File: config.mk
export PLATFORM = sky130hd
export DESIGN_NAME = dh_forward_kinematics_chain_unit
export DESIGN_NICKNAME = d
export VERILOG_FILES = /design/src/sv/dhfk_pkg.sv /design/src/sv/dh_forward_kinematics_chain_unit.sv
export SDC_FILE = /design/constraint.sdc
export NUM_CORES = 2
export LEC_CHECK = 0
export BUFFER_PORTS_ARGS = -buffer_cell sky130_fd_sc_hd__buf_2
export CAP_MARGIN = 20
export CORE_UTILIZATION = 45
export CTS_BUF_LIST = sky130_fd_sc_hd__clkbuf_8
export DETAILED_ROUTE_END_ITERATION = 10
export PLACE_DENSITY = 0.64
export SYNTH_ARGS = -nofsm -noshare
export SYNTH_HDL_FRONTEND = slang
export SYNTH_SLANG_ARGS = --single-unit
File: constraint.sdc
create_clock -name clk -period 22.4 [get_ports clk]
set_input_delay 4.48 -clock clk [delete_from_list [all_inputs] [get_ports clk]]
set_output_delay 4.48 -clock clk [all_outputs]
set_load 0.005 [all_outputs]
File: src/sv/dhfk_pkg.sv
// ----------------------------------------------------------------------------
// dhfk_pkg
// types, job codes and constant tables for the dh forward kinematics unit
// ----------------------------------------------------------------------------
`default_nettype none

package dhfk_pkg;

	localparam int CORDIC_STEPS_DEF = 16;
	localparam int ANGLE_BITS_DEF   = 16;

	localparam logic signed [31:0] ONE_Q30   = 32'sd1073741824;
	localparam logic signed [33:0] CORDIC_K  = 34'sd652032874;

	// job codes of the shared multiplier
	localparam logic [4:0] JOB_ST_CA = 5'd0;
	localparam logic [4:0] JOB_ST_SA = 5'd1;
	localparam logic [4:0] JOB_CT_CA = 5'd2;
	localparam logic [4:0] JOB_CT_SA = 5'd3;
	localparam logic [4:0] JOB_A_CT  = 5'd4;
	localparam logic [4:0] JOB_A_ST  = 5'd5;
	localparam logic [4:0] JOB_MAT0  = 5'd6;
	localparam logic [4:0] JOB_LAST  = 5'd17;

	typedef struct packed {
		logic signed [31:0] link_length;
		logic        [15:0] link_twist;
		logic signed [31:0] link_offset;
		logic        [15:0] joint_zero;
		logic        [15:0] joint_angle;
		logic               last_joint;
	} joint_t;

	typedef struct packed {
		logic signed [31:0] rot_00;
		logic signed [31:0] rot_01;
		logic signed [31:0] rot_02;
		logic signed [31:0] rot_10;
		logic signed [31:0] rot_11;
		logic signed [31:0] rot_12;
		logic signed [31:0] rot_20;
		logic signed [31:0] rot_21;
		logic signed [31:0] rot_22;
		logic signed [31:0] pos_x;
		logic signed [31:0] pos_y;
		logic signed [31:0] pos_z;
	} pose_t;

	// arctangent table, 2^32 per turn
	function automatic logic [31:0] atan_turn(input logic [4:0] i);
		logic [31:0] r;
		case (i)
			5'd0:    r = 32'h20000000;
			5'd1:    r = 32'h12E4051D;
			5'd2:    r = 32'h09FB385B;
			5'd3:    r = 32'h051111D4;
			5'd4:    r = 32'h028B0D43;
			5'd5:    r = 32'h0145D7E1;
			5'd6:    r = 32'h00A2F61E;
			5'd7:    r = 32'h00517C55;
			5'd8:    r = 32'h0028BE53;
			5'd9:    r = 32'h00145F2F;
			5'd10:   r = 32'h000A2F98;
			5'd11:   r = 32'h000517CC;
			5'd12:   r = 32'h00028BE6;
			5'd13:   r = 32'h000145F3;
			5'd14:   r = 32'h0000A2F9;
			5'd15:   r = 32'h0000517C;
			5'd16:   r = 32'h000028BE;
			5'd17:   r = 32'h0000145F;
			5'd18:   r = 32'h00000A2F;
			5'd19:   r = 32'h00000517;
			5'd20:   r = 32'h0000028B;
			5'd21:   r = 32'h00000145;
			5'd22:   r = 32'h000000A2;
			5'd23:   r = 32'h00000051;
			5'd24:   r = 32'h00000028;
			5'd25:   r = 32'h00000014;
			5'd26:   r = 32'h0000000A;
			5'd27:   r = 32'h00000005;
			5'd28:   r = 32'h00000002;
			5'd29:   r = 32'h00000001;
			default: r = 32'h00000000;
		endcase
		return r;
	endfunction

	function automatic logic signed [31:0] sat32(input logic signed [36:0] v);
		logic signed [31:0] r;
		if (v > 37'sh7FFFFFFF) begin
			r = 32'sh7FFFFFFF;
		end else if (v < -37'sh80000000) begin
			r = 32'sh80000000;
		end else begin
			r = v[31:0];
		end
		return r;
	endfunction

	function automatic logic signed [31:0] clamp_q30(input logic signed [35:0] v);
		logic signed [31:0] r;
		if (v > 36'sd1073741824) begin
			r = ONE_Q30;
		end else if (v < -36'sd1073741824) begin
			r = -ONE_Q30;
		end else begin
			r = v[31:0];
		end
		return r;
	endfunction

endpackage

`default_nettype wire

File: src/sv/dh_forward_kinematics_chain_unit.sv
// ----------------------------------------------------------------------------
// dh_forward_kinematics_chain_unit
// serial dh chain: cordic sine/cosine and a bit-serial multiply-accumulate
// ----------------------------------------------------------------------------
// One joint transaction at a time. Each joint runs two cordic passes, then
// 42 products on one shift-add multiplier retiring one multiplier bit per
// cycle, each product after an operand load, then one write-back per job and
// a commit. A pose transaction is produced on the joint marked last; while an
// earlier pose still waits in the output register the next joint is already
// taken, and its commit holds only if a new pose would find that register
// still full.
// ----------------------------------------------------------------------------
`default_nettype none

module dh_forward_kinematics_chain_unit #(
	parameter int CORDIC_STEPS = dhfk_pkg::CORDIC_STEPS_DEF,
	parameter int ANGLE_BITS   = dhfk_pkg::ANGLE_BITS_DEF
) (
	input  wire              clk,
	input  wire              arst_n,
	input  wire              joint_valid,
	output logic             joint_stall,
	input  dhfk_pkg::joint_t joint,
	output logic             pose_valid,
	input  wire              pose_stall,
	output dhfk_pkg::pose_t  pose
);
	import dhfk_pkg::*;

	localparam int CSTEPS = (CORDIC_STEPS < 30) ? CORDIC_STEPS : 30;
	localparam int MUL_BITS = 32;

	typedef enum logic [5:0] {
		S_IDLE   = 6'b000001,
		S_CORDIC = 6'b000010,
		S_LOAD   = 6'b000100,
		S_MUL    = 6'b001000,
		S_WB     = 6'b010000,
		S_DONE   = 6'b100000
	} state_t;

	state_t state_q;

	logic [15:0]        theta_q;
	logic signed [31:0] a_q;
	logic               last_q;
	logic               sel_q;
	logic               flip_q;
	logic [4:0]         step_q;
	logic signed [33:0] x_q, y_q, z_q;
	logic signed [31:0] sa_q, ca_q, st_q, ct_q;

	logic signed [31:0] rot_q [9];
	logic signed [31:0] tr_q  [3];
	logic signed [31:0] nr_q  [9];
	logic signed [31:0] nt_q  [3];
	logic signed [31:0] jr_q  [9];
	logic signed [31:0] jt_q  [3];

	logic [4:0]         job_q;
	logic [1:0]         term_q;
	logic [4:0]         bit_q;
	logic signed [31:0] m_q;
	logic [31:0]        lo_q;
	logic signed [32:0] hi_q;
	logic signed [65:0] sum_q;

	logic               out_valid_q;
	pose_t              out_q;

	wire joint_acc = joint_valid && !joint_stall;
	wire pose_acc  = out_valid_q && !pose_stall;

	assign joint_stall = (state_q != S_IDLE);
	assign pose_valid  = out_valid_q;
	assign pose        = out_q;

	// cordic start values
	logic [15:0]        init_ang;
	logic [23:0]        ang24;
	logic [31:0]        ang32;
	logic               init_flip;
	logic signed [33:0] init_z;

	always_comb begin
		init_ang  = joint_acc ? joint.link_twist : theta_q;
		ang24     = {init_ang, 8'h00};
		ang32     = {ang24[23 -: ANGLE_BITS], {(32 - ANGLE_BITS){1'b0}}};
		init_flip = ang32[31] ^ ang32[30];
		init_z    = 34'(signed'({ang32[31] ^ init_flip, ang32[30:0]}));
	end

	// one cordic iteration
	logic signed [33:0] xs, ys, at, x_n, y_n, z_n, xf, yf;
	logic               last_step;

	always_comb begin
		xs = x_q >>> step_q;
		ys = y_q >>> step_q;
		at = 34'(atan_turn(step_q));
		if (!z_q[33]) begin
			x_n = x_q - ys;
			y_n = y_q + xs;
			z_n = z_q - at;
		end else begin
			x_n = x_q + ys;
			y_n = y_q - xs;
			z_n = z_q + at;
		end
		xf = flip_q ? -x_n : x_n;
		yf = flip_q ? -y_n : y_n;
		last_step = (step_q == 5'(CSTEPS - 1));
	end

	logic signed [31:0] cos_v, sin_v;
	assign cos_v = clamp_q30(36'(xf));
	assign sin_v = clamp_q30(36'(yf));

	// operand selection
	logic [3:0]         j6;
	logic [1:0]         row, col;
	logic [3:0]         ridx, jidx;
	logic signed [31:0] op_m, op_b;
	logic               single;

	always_comb begin
		j6     = 4'(job_q - JOB_MAT0);
		row    = j6[3:2];
		col    = j6[1:0];
		ridx   = 4'(row * 3 + term_q);
		jidx   = 4'(term_q * 3 + col);
		single = (job_q < JOB_MAT0);
		op_m   = rot_q[ridx];
		op_b   = (col == 2'd3) ? jt_q[term_q] : jr_q[jidx];
		unique case (job_q)
			JOB_ST_CA: begin op_m = st_q; op_b = ca_q; end
			JOB_ST_SA: begin op_m = st_q; op_b = sa_q; end
			JOB_CT_CA: begin op_m = ct_q; op_b = ca_q; end
			JOB_CT_SA: begin op_m = ct_q; op_b = sa_q; end
			JOB_A_CT:  begin op_m = a_q;  op_b = ct_q; end
			JOB_A_ST:  begin op_m = a_q;  op_b = st_q; end
			default: ;
		endcase
	end

	// shift-add step
	logic signed [33:0] madd, mstep;
	logic signed [64:0] prod;
	logic               last_bit;

	always_comb begin
		last_bit = (bit_q == 5'(MUL_BITS - 1));
		madd     = lo_q[0] ? (last_bit ? -34'(m_q) : 34'(m_q)) : 34'sd0;
		mstep    = 34'(hi_q) + madd;
		prod     = {mstep, lo_q[31:1]};
	end

	// rounding for write-back
	logic signed [65:0] sum_r;
	logic signed [35:0] rnd;
	logic signed [36:0] tsum;

	always_comb begin
		sum_r = sum_q + 66'sd536870912;
		rnd   = sum_r[65:30];
		tsum  = 37'(rnd) + 37'(tr_q[row]);
	end

	wire commit = (state_q == S_DONE) && (!last_q || !out_valid_q || !pose_stall);

	always_ff @(posedge clk or negedge arst_n) begin
		if (!arst_n) begin
			state_q     <= S_IDLE;
			out_valid_q <= 1'b0;
			sel_q       <= 1'b0;
			step_q      <= '0;
			job_q       <= '0;
			term_q      <= '0;
			bit_q       <= '0;
			for (int k = 0; k < 9; k++) begin
				rot_q[k] <= (k % 4 == 0) ? ONE_Q30 : 32'sd0;
			end
			for (int k = 0; k < 3; k++) begin
				tr_q[k] <= 32'sd0;
			end
		end else begin
			if (pose_acc) begin
				out_valid_q <= 1'b0;
			end
			unique case (state_q)
				S_IDLE: begin
					if (joint_acc) begin
						state_q <= S_CORDIC;
						sel_q   <= 1'b0;
						step_q  <= '0;
						x_q     <= CORDIC_K;
						y_q     <= 34'sd0;
						z_q     <= init_z;
						flip_q  <= init_flip;
					end
				end
				S_CORDIC: begin
					x_q    <= x_n;
					y_q    <= y_n;
					z_q    <= z_n;
					step_q <= step_q + 5'd1;
					if (last_step) begin
						step_q <= '0;
						x_q    <= CORDIC_K;
						y_q    <= 34'sd0;
						z_q    <= init_z;
						flip_q <= init_flip;
						sel_q  <= 1'b1;
						if (sel_q) begin
							state_q <= S_LOAD;
							job_q   <= '0;
							term_q  <= '0;
						end
					end
				end
				S_LOAD: begin
					state_q <= S_MUL;
					bit_q   <= '0;
				end
				S_MUL: begin
					bit_q <= bit_q + 5'd1;
					if (last_bit) begin
						if (single || term_q == 2'd2) begin
							state_q <= S_WB;
						end else begin
							state_q <= S_LOAD;
							term_q  <= term_q + 2'd1;
						end
					end
				end
				S_WB: begin
					term_q <= '0;
					job_q  <= job_q + 5'd1;
					state_q <= (job_q == JOB_LAST) ? S_DONE : S_LOAD;
				end
				S_DONE: begin
					if (commit) begin
						state_q <= S_IDLE;
						if (last_q) begin
							out_valid_q <= 1'b1;
							for (int k = 0; k < 9; k++) begin
								rot_q[k] <= (k % 4 == 0) ? ONE_Q30 : 32'sd0;
							end
							for (int k = 0; k < 3; k++) begin
								tr_q[k] <= 32'sd0;
							end
						end else begin
							for (int k = 0; k < 9; k++) begin
								rot_q[k] <= nr_q[k];
							end
							for (int k = 0; k < 3; k++) begin
								tr_q[k] <= nt_q[k];
							end
						end
					end
				end
				default: state_q <= S_IDLE;
			endcase
		end
	end

	// datapath registers
	always_ff @(posedge clk) begin
		if (joint_acc) begin
			theta_q  <= joint.joint_zero + joint.joint_angle;
			a_q      <= joint.link_length;
			last_q   <= joint.last_joint;
			jt_q[2]  <= joint.link_offset;
			jr_q[6]  <= 32'sd0;
			sum_q    <= 66'sd0;
		end
		if (state_q == S_CORDIC && last_step) begin
			if (sel_q) begin
				ct_q    <= cos_v;
				st_q    <= sin_v;
				jr_q[0] <= cos_v;
				jr_q[3] <= sin_v;
			end else begin
				ca_q    <= cos_v;
				sa_q    <= sin_v;
				jr_q[7] <= sin_v;
				jr_q[8] <= cos_v;
			end
		end
		if (state_q == S_LOAD) begin
			m_q  <= op_m;
			lo_q <= op_b;
			hi_q <= 33'sd0;
		end
		if (state_q == S_MUL) begin
			hi_q <= mstep[33:1];
			lo_q <= {mstep[0], lo_q[31:1]};
			if (last_bit) begin
				sum_q <= sum_q + 66'(prod);
			end
		end
		if (state_q == S_WB) begin
			sum_q <= 66'sd0;
			case (job_q)
				JOB_ST_CA: jr_q[1] <= -rnd[31:0];
				JOB_ST_SA: jr_q[2] <= rnd[31:0];
				JOB_CT_CA: jr_q[4] <= rnd[31:0];
				JOB_CT_SA: jr_q[5] <= -rnd[31:0];
				JOB_A_CT:  jt_q[0] <= sat32(37'(rnd));
				JOB_A_ST:  jt_q[1] <= sat32(37'(rnd));
				default: begin
					if (col == 2'd3) begin
						nt_q[row] <= sat32(tsum);
					end else begin
						nr_q[4'(row * 3 + col)] <= clamp_q30(rnd);
					end
				end
			endcase
		end
		if (commit && last_q) begin
			out_q <= '{nr_q[0], nr_q[1], nr_q[2], nr_q[3], nr_q[4], nr_q[5],
				nr_q[6], nr_q[7], nr_q[8], nt_q[0], nt_q[1], nt_q[2]};
		end
	end

	ap_onehot: assert property (@(posedge clk) disable iff (!arst_n) $onehot(state_q))
		else $error("state not one-hot");
	ap_pose_src: assert property (@(posedge clk) disable iff (!arst_n)
		$rose(pose_valid) |-> $past(state_q == S_DONE && last_q))
		else $error("pose without a last joint");
	ap_wb_src: assert property (@(posedge clk) disable iff (!arst_n)
		state_q == S_WB |-> $past(state_q == S_MUL))
		else $error("write-back without a finished product");
	ap_no_overwrite: assert property (@(posedge clk) disable iff (!arst_n)
		(out_valid_q && pose_stall && state_q == S_DONE && last_q) |=> state_q == S_DONE)
		else $error("pending pose overwritten");

endmodule

`default_nettype wire
==> tab_implementation.tex <==
\begin{tabular}{lr}
\hline
Metric & Value \\
\hline
\multicolumn{2}{l}{\textbf{Status}} \\
\quad Run status & completed \\
\multicolumn{2}{l}{\textbf{Layout}} \\
\quad Layout overhead on the synthesized area & 12.8\% \\
\quad Layout net count & roughly 8.4k \\
\quad Share of layout cells above drive strength 1 & 17.8\% \\
\quad Layout filler cell count & 17.7k \\
\quad Final standard cell area without fillers & 104000 um2 \\
\multicolumn{2}{l}{\textbf{Setup path}} \\
\quad Count of buffering cells on the critical path with inverters included & 4 \\
\quad R2r startpoint & step\_q[0] \\
\quad Reg-to-reg slack, setup & 12.50 ns \\
\quad Depth of the worst register-to-register path & 27 \\
\quad Worst path arrival time & 10.65 ns \\
\quad Critical-path top delay cell & nor4b\_1 \\
\quad Worst path most repeated cell & xnor2\_1 \\
\quad Startpoint of the worst setup timing path & step\_q[0] \\
\quad Reg-to-Reg End & sa\_q[8] \\
\quad Critical Path Start Type & register \\
\quad Instance count on the critical path & 27 \\
\quad Crit path capture & sa\_q[8] \\
\quad Crit path max fanout & 52 \\
\quad Worst Path Class, Setup & reg -> reg \\
\quad Critical path capture point type & register \\
\quad Family with the most delay on the worst path & simple AND/OR/NAND/NOR gates \\
\quad Worst Path Required & 23.15 ns \\
\quad Largest stage delay on the critical path & around 0.80 ns \\
\multicolumn{2}{l}{\textbf{Global routing}} \\
\quad Pin count of the biggest net entering global routing & between 150 and 200 \\
\quad Via count of the first global-routing pass & approximately 66k \\
\quad Global-route total usage across every layer & $\sim$30\% \\
\quad Overflow after GRT & 0 \\
\quad Initial antenna violation count & 45 \\
\quad Wire length of the first global-routing pass & between 400000 and 500000 um \\
\multicolumn{2}{l}{\textbf{Place}} \\
\quad Gpl congestion & 0.958 \\
\quad Number of input and output port buffers inserted & about 500 \\
\quad Total half-perimeter wirelength after legalization and detailed placement & 220000 um \\
\quad Instance area at placement & 98000 um2 \\
\multicolumn{2}{l}{\textbf{Hold path}} \\
\quad Kind of path behind the tightest hold check & reg -> reg \\
\multicolumn{2}{l}{\textbf{Pwr}} \\
\quad Power per cell area & 132 nW/um2 \\
\quad Register share of total power & a little under a third \\
\quad Max IR drop VDD & 0.127 mV \\
\quad Clock group share of total power & between 20\% and 30\% \\
\quad Part of the total power dissipated in combinational logic & 47.3\% \\
\quad Leakage Power & about 42 nW \\
\quad Switching Share & between 40\% and 50\% \\
\quad Final total power & 13.8 mW \\
\quad Switching pwr & approximately 5.8 mW \\
\quad Internal power contribution & 8.00 mW \\
\multicolumn{2}{l}{\textbf{Timing}} \\
\quad Clock period minus final worst setup slack & between 9 and 10 ns \\
\quad Worst-margin pin slew & 1.42 ns \\
\quad Final Hold Violating Endpoints & 0 \\
\quad Final period utilization & 44.2\% \\
\quad Final setup viols & 0 \\
\quad Worst slew margin relative to its limit & 5.32\% \\
\quad Peak clock frequency supported by timing & $\sim$0.10 GHz \\
\quad Unrepaired setup endpoints after global routing & false \\
\quad Max-slew violation count & 0 \\
\quad Worst Skew & 0.110 ns \\
\quad Setup tns final & 0 ns \\
\multicolumn{2}{l}{\textbf{CTS}} \\
\quad Clock latency at the later pin of the worst-skew pair & 1.09 ns \\
\quad Max clock buf depth & 4 \\
\quad Number of buffers inserted by post-CTS setup repair & 0 \\
\quad CTS Root Cell & clkbuf\_8 \\
\quad Num Clock Sinks & 1844 \\
\quad Clock tree from TritonCTS & yes \\
\quad Number of buffers created by CTS & roughly 320 \\
\quad Maximum level of the CTS H-tree & 5 \\
\quad \# resized after CTS & 0 \\
\quad Clock Pin Slew Worst Setup and Hold Paths & 0.06 ns \\
\quad Count of hold buffers inserted by post-cts repair & 0 \\
\multicolumn{2}{l}{\textbf{Route}} \\
\quad Via-per-instance ratio & 6.24 \\
\quad First-pass iteration count of the detailed router & 10 \\
\quad Number of DRC violations after detailed-routing iteration 0 & 8089 \\
\quad Final wirelength & 313000 um \\
\quad Post-detailed-route DRC marker count & 0 \\
\quad Count of antenna-violating nets left after detailed routing & 0 \\
\quad Routed via count & 68.3k \\
\quad Post-detailed-route wirelength per cell & 28.6 um \\
\multicolumn{2}{l}{\textbf{Yosys}} \\
\quad Register bit total from synthesis & 1844 \\
\quad Leading cell types by total area after synthesis & edfxtp\_1 44\%, dfrtp\_1 11\%, mux4\_2 4.1\% \\
\quad Synth Instances & 7451 \\
\quad Yosys warning total & 0 \\
\quad Syn\_nets & 7865 \\
\quad Mapped cell area & 92500 um2 \\
\quad Top cell type's share of synthesized area & 44.4\% \\
\quad Count of different cell masters after synthesis & 119 \\
\quad Sequential cell area fraction in the yosys report & between 50\% and 60\% \\
\quad Cell taking the most area after synthesis & edfxtp\_1 \\
\quad Async set-reset flop share out of synthesis & 22.2\% \\
\quad Post-Syn Area per Cell & 12.4 um2 \\
\quad EDFF count, synth & 1369 \\
\quad Top FF cell, synth & edfxtp\_1 \\
\multicolumn{2}{l}{\textbf{Floorplan}} \\
\quad Std cell rows & 166 \\
\quad Starting utilization of the core area & approximately 45\% \\
\quad Core area & 204000 um2 \\
\quad Die boundary width & between 400 and 500 um \\
\quad Die height & 455 um \\
\quad I/O pin count & around 500 \\
\quad Die Footprint & 207000 um2 \\
\multicolumn{2}{l}{\textbf{Job}} \\
\quad Max cap viols & 0 \\
\hline
\end{tabular}
-- cells in the final DEF, fill, tap and decap left out, drive strengths merged, types with 35 or more instances in the layout --
| cell | netlist | layout |
|---|---|---|
| o31ai | 39 | 39 |
| o21ai | 343 | 343 |
| nand2 | 451 | 451 |
| a21o | 160 | 160 |
| nor4 | 80 | 80 |
| mux2i | 119 | 119 |
| nor2 | 506 | 506 |
| dfxtp | 66 | 66 |
| nand2b | 56 | 56 |
| o21a | 39 | 39 |
| clkinv | 0 | 79 |
| o21bai | 35 | 35 |
| clkbuf | 359 | 366 |
| a22oi | 149 | 149 |
| nor3 | 93 | 93 |
| a31oi | 70 | 70 |
| mux2 | 48 | 48 |
| dfrtp | 405 | 405 |
| and3 | 65 | 65 |
| edfxtp | 1369 | 1369 |
| a22o | 389 | 389 |
| nor2b | 42 | 42 |
| a222oi | 35 | 35 |
| mux4 | 181 | 181 |
| buf | 83 | 650 |
| a21oi | 464 | 464 |
| a211oi | 103 | 103 |
| xnor2 | 294 | 294 |
| o22ai | 51 | 51 |
| nand3 | 147 | 147 |
| nand4 | 46 | 46 |
| xor2 | 167 | 167 |
| ha | 286 | 286 |
| and2 | 115 | 115 |
| inv | 173 | 272 |
-- metrics by stage --
stage	worst slack [ns]	hold slack, ns	util, %	cells
2_1_floorplan	6.98	0.427	-	7451
3_3_place_gp	12.49	0.430	47.9	10340
3_5_place_dp	12.66	0.433	47.9	10346
4_1_cts	12.52	0.392	51.0	10913
5_1_grt	11.56	0.418	51.1	10934
6_report	12.50	0.400	51.1	10944
-- registers in the layout, indices dropped and copies added (netlist names), 33 cells and up --
signal and flops:
jr_q 132, hi_q 33, z_q 34, nt_q 96, pose 384, sum_q 66, jt_q 96, y_q 34
x_q 34, rot_q 288, tr_q 96, nr_q 288
-- area by class of cell --
type	instances	area, um2	share of cell area [%]
Clock buffer	362	4980	4.77
Tap cell	2688	3360	3.22
Timing Repair Buffer	654	3740	3.59
Sequential cell	1844	52700	50.5
Antenna cell	27	67.6	0.0647
Multi-Input combinational cell	4991	37600	36.0
Clock inverter	205	1360	1.30
Inverter	173	653	0.626
-- power by group through the flow --
stage                     Sequential, mW  Clock, mW  Combinational (mW)
final                               4.19       3.10                6.54
after global routing                4.20       3.29                7.09
after CTS                           4.19       3.14                6.43
after detailed placement            4.26          0                6.40
after global placement              4.26          0                6.30
after floorplan                     4.13          0                4.71
-- cell families after synthesis --
group                    count (synthesis)  share of synthesized area (%)
AO/OA/AOI/OAI                         2125                           15.9
flip-flops                            1844                           56.9
AND/OR/NAND/NOR                       1759                           9.49
buffers and inverters                  616                           2.82
XOR/XNOR                               462                           4.39
multiplexers                           348                           6.33
adder cells (fa/ha/maj)                297                           4.11
-- routing by layer --
metal	vias to the layer above	wire, um	GRT usage [%]
li1	29846	-	-
met1	34181	121000	37.8
met2	3514	145000	46.4
met3	764	28400	6.58
met4	18	18600	15.7
met5	-	115	0
-- cell usage after synthesis, types with 51 or more instances --
master    count
edfxtp_1   1369
nor2_1      506
a21oi_1     463
nand2_1     449
dfrtp_1     405
a22o_1      389
clkbuf_1    359
o21ai_0     336
xnor2_1     294
ha_1        286
inv_1       170
mux4_2      169
xor2_1      167
a21o_1      160
a22oi_1     149
nand3_1     147
mux2i_1     119
and2_1      112
a211oi_1    101
nor3_1       92
a31oi_1      70
dfxtp_1      66
and3_1       64
nand2b_1     56
o22ai_1      51
-- how the worst min path moves through the flow --
stage / cells after the start / start / endpoint / slack, ns
3_3_place_gp: 0 / nr_q[5][14] / pose[206] / 0.43
3_5_place_dp: 0 / nr_q[8][12] / pose[108] / 0.43
4_1_cts: 0 / nr_q[5][5] / pose[197] / 0.39
2_1_floorplan: 0 / nt_q[2][0] / pose[0] / 0.43
6_report: 0 / nr_q[5][5] / pose[197] / 0.40
5_1_grt: 0 / nr_q[7][2] / pose[130] / 0.42
Note: power is estimated with default switching activity, not from simulation.
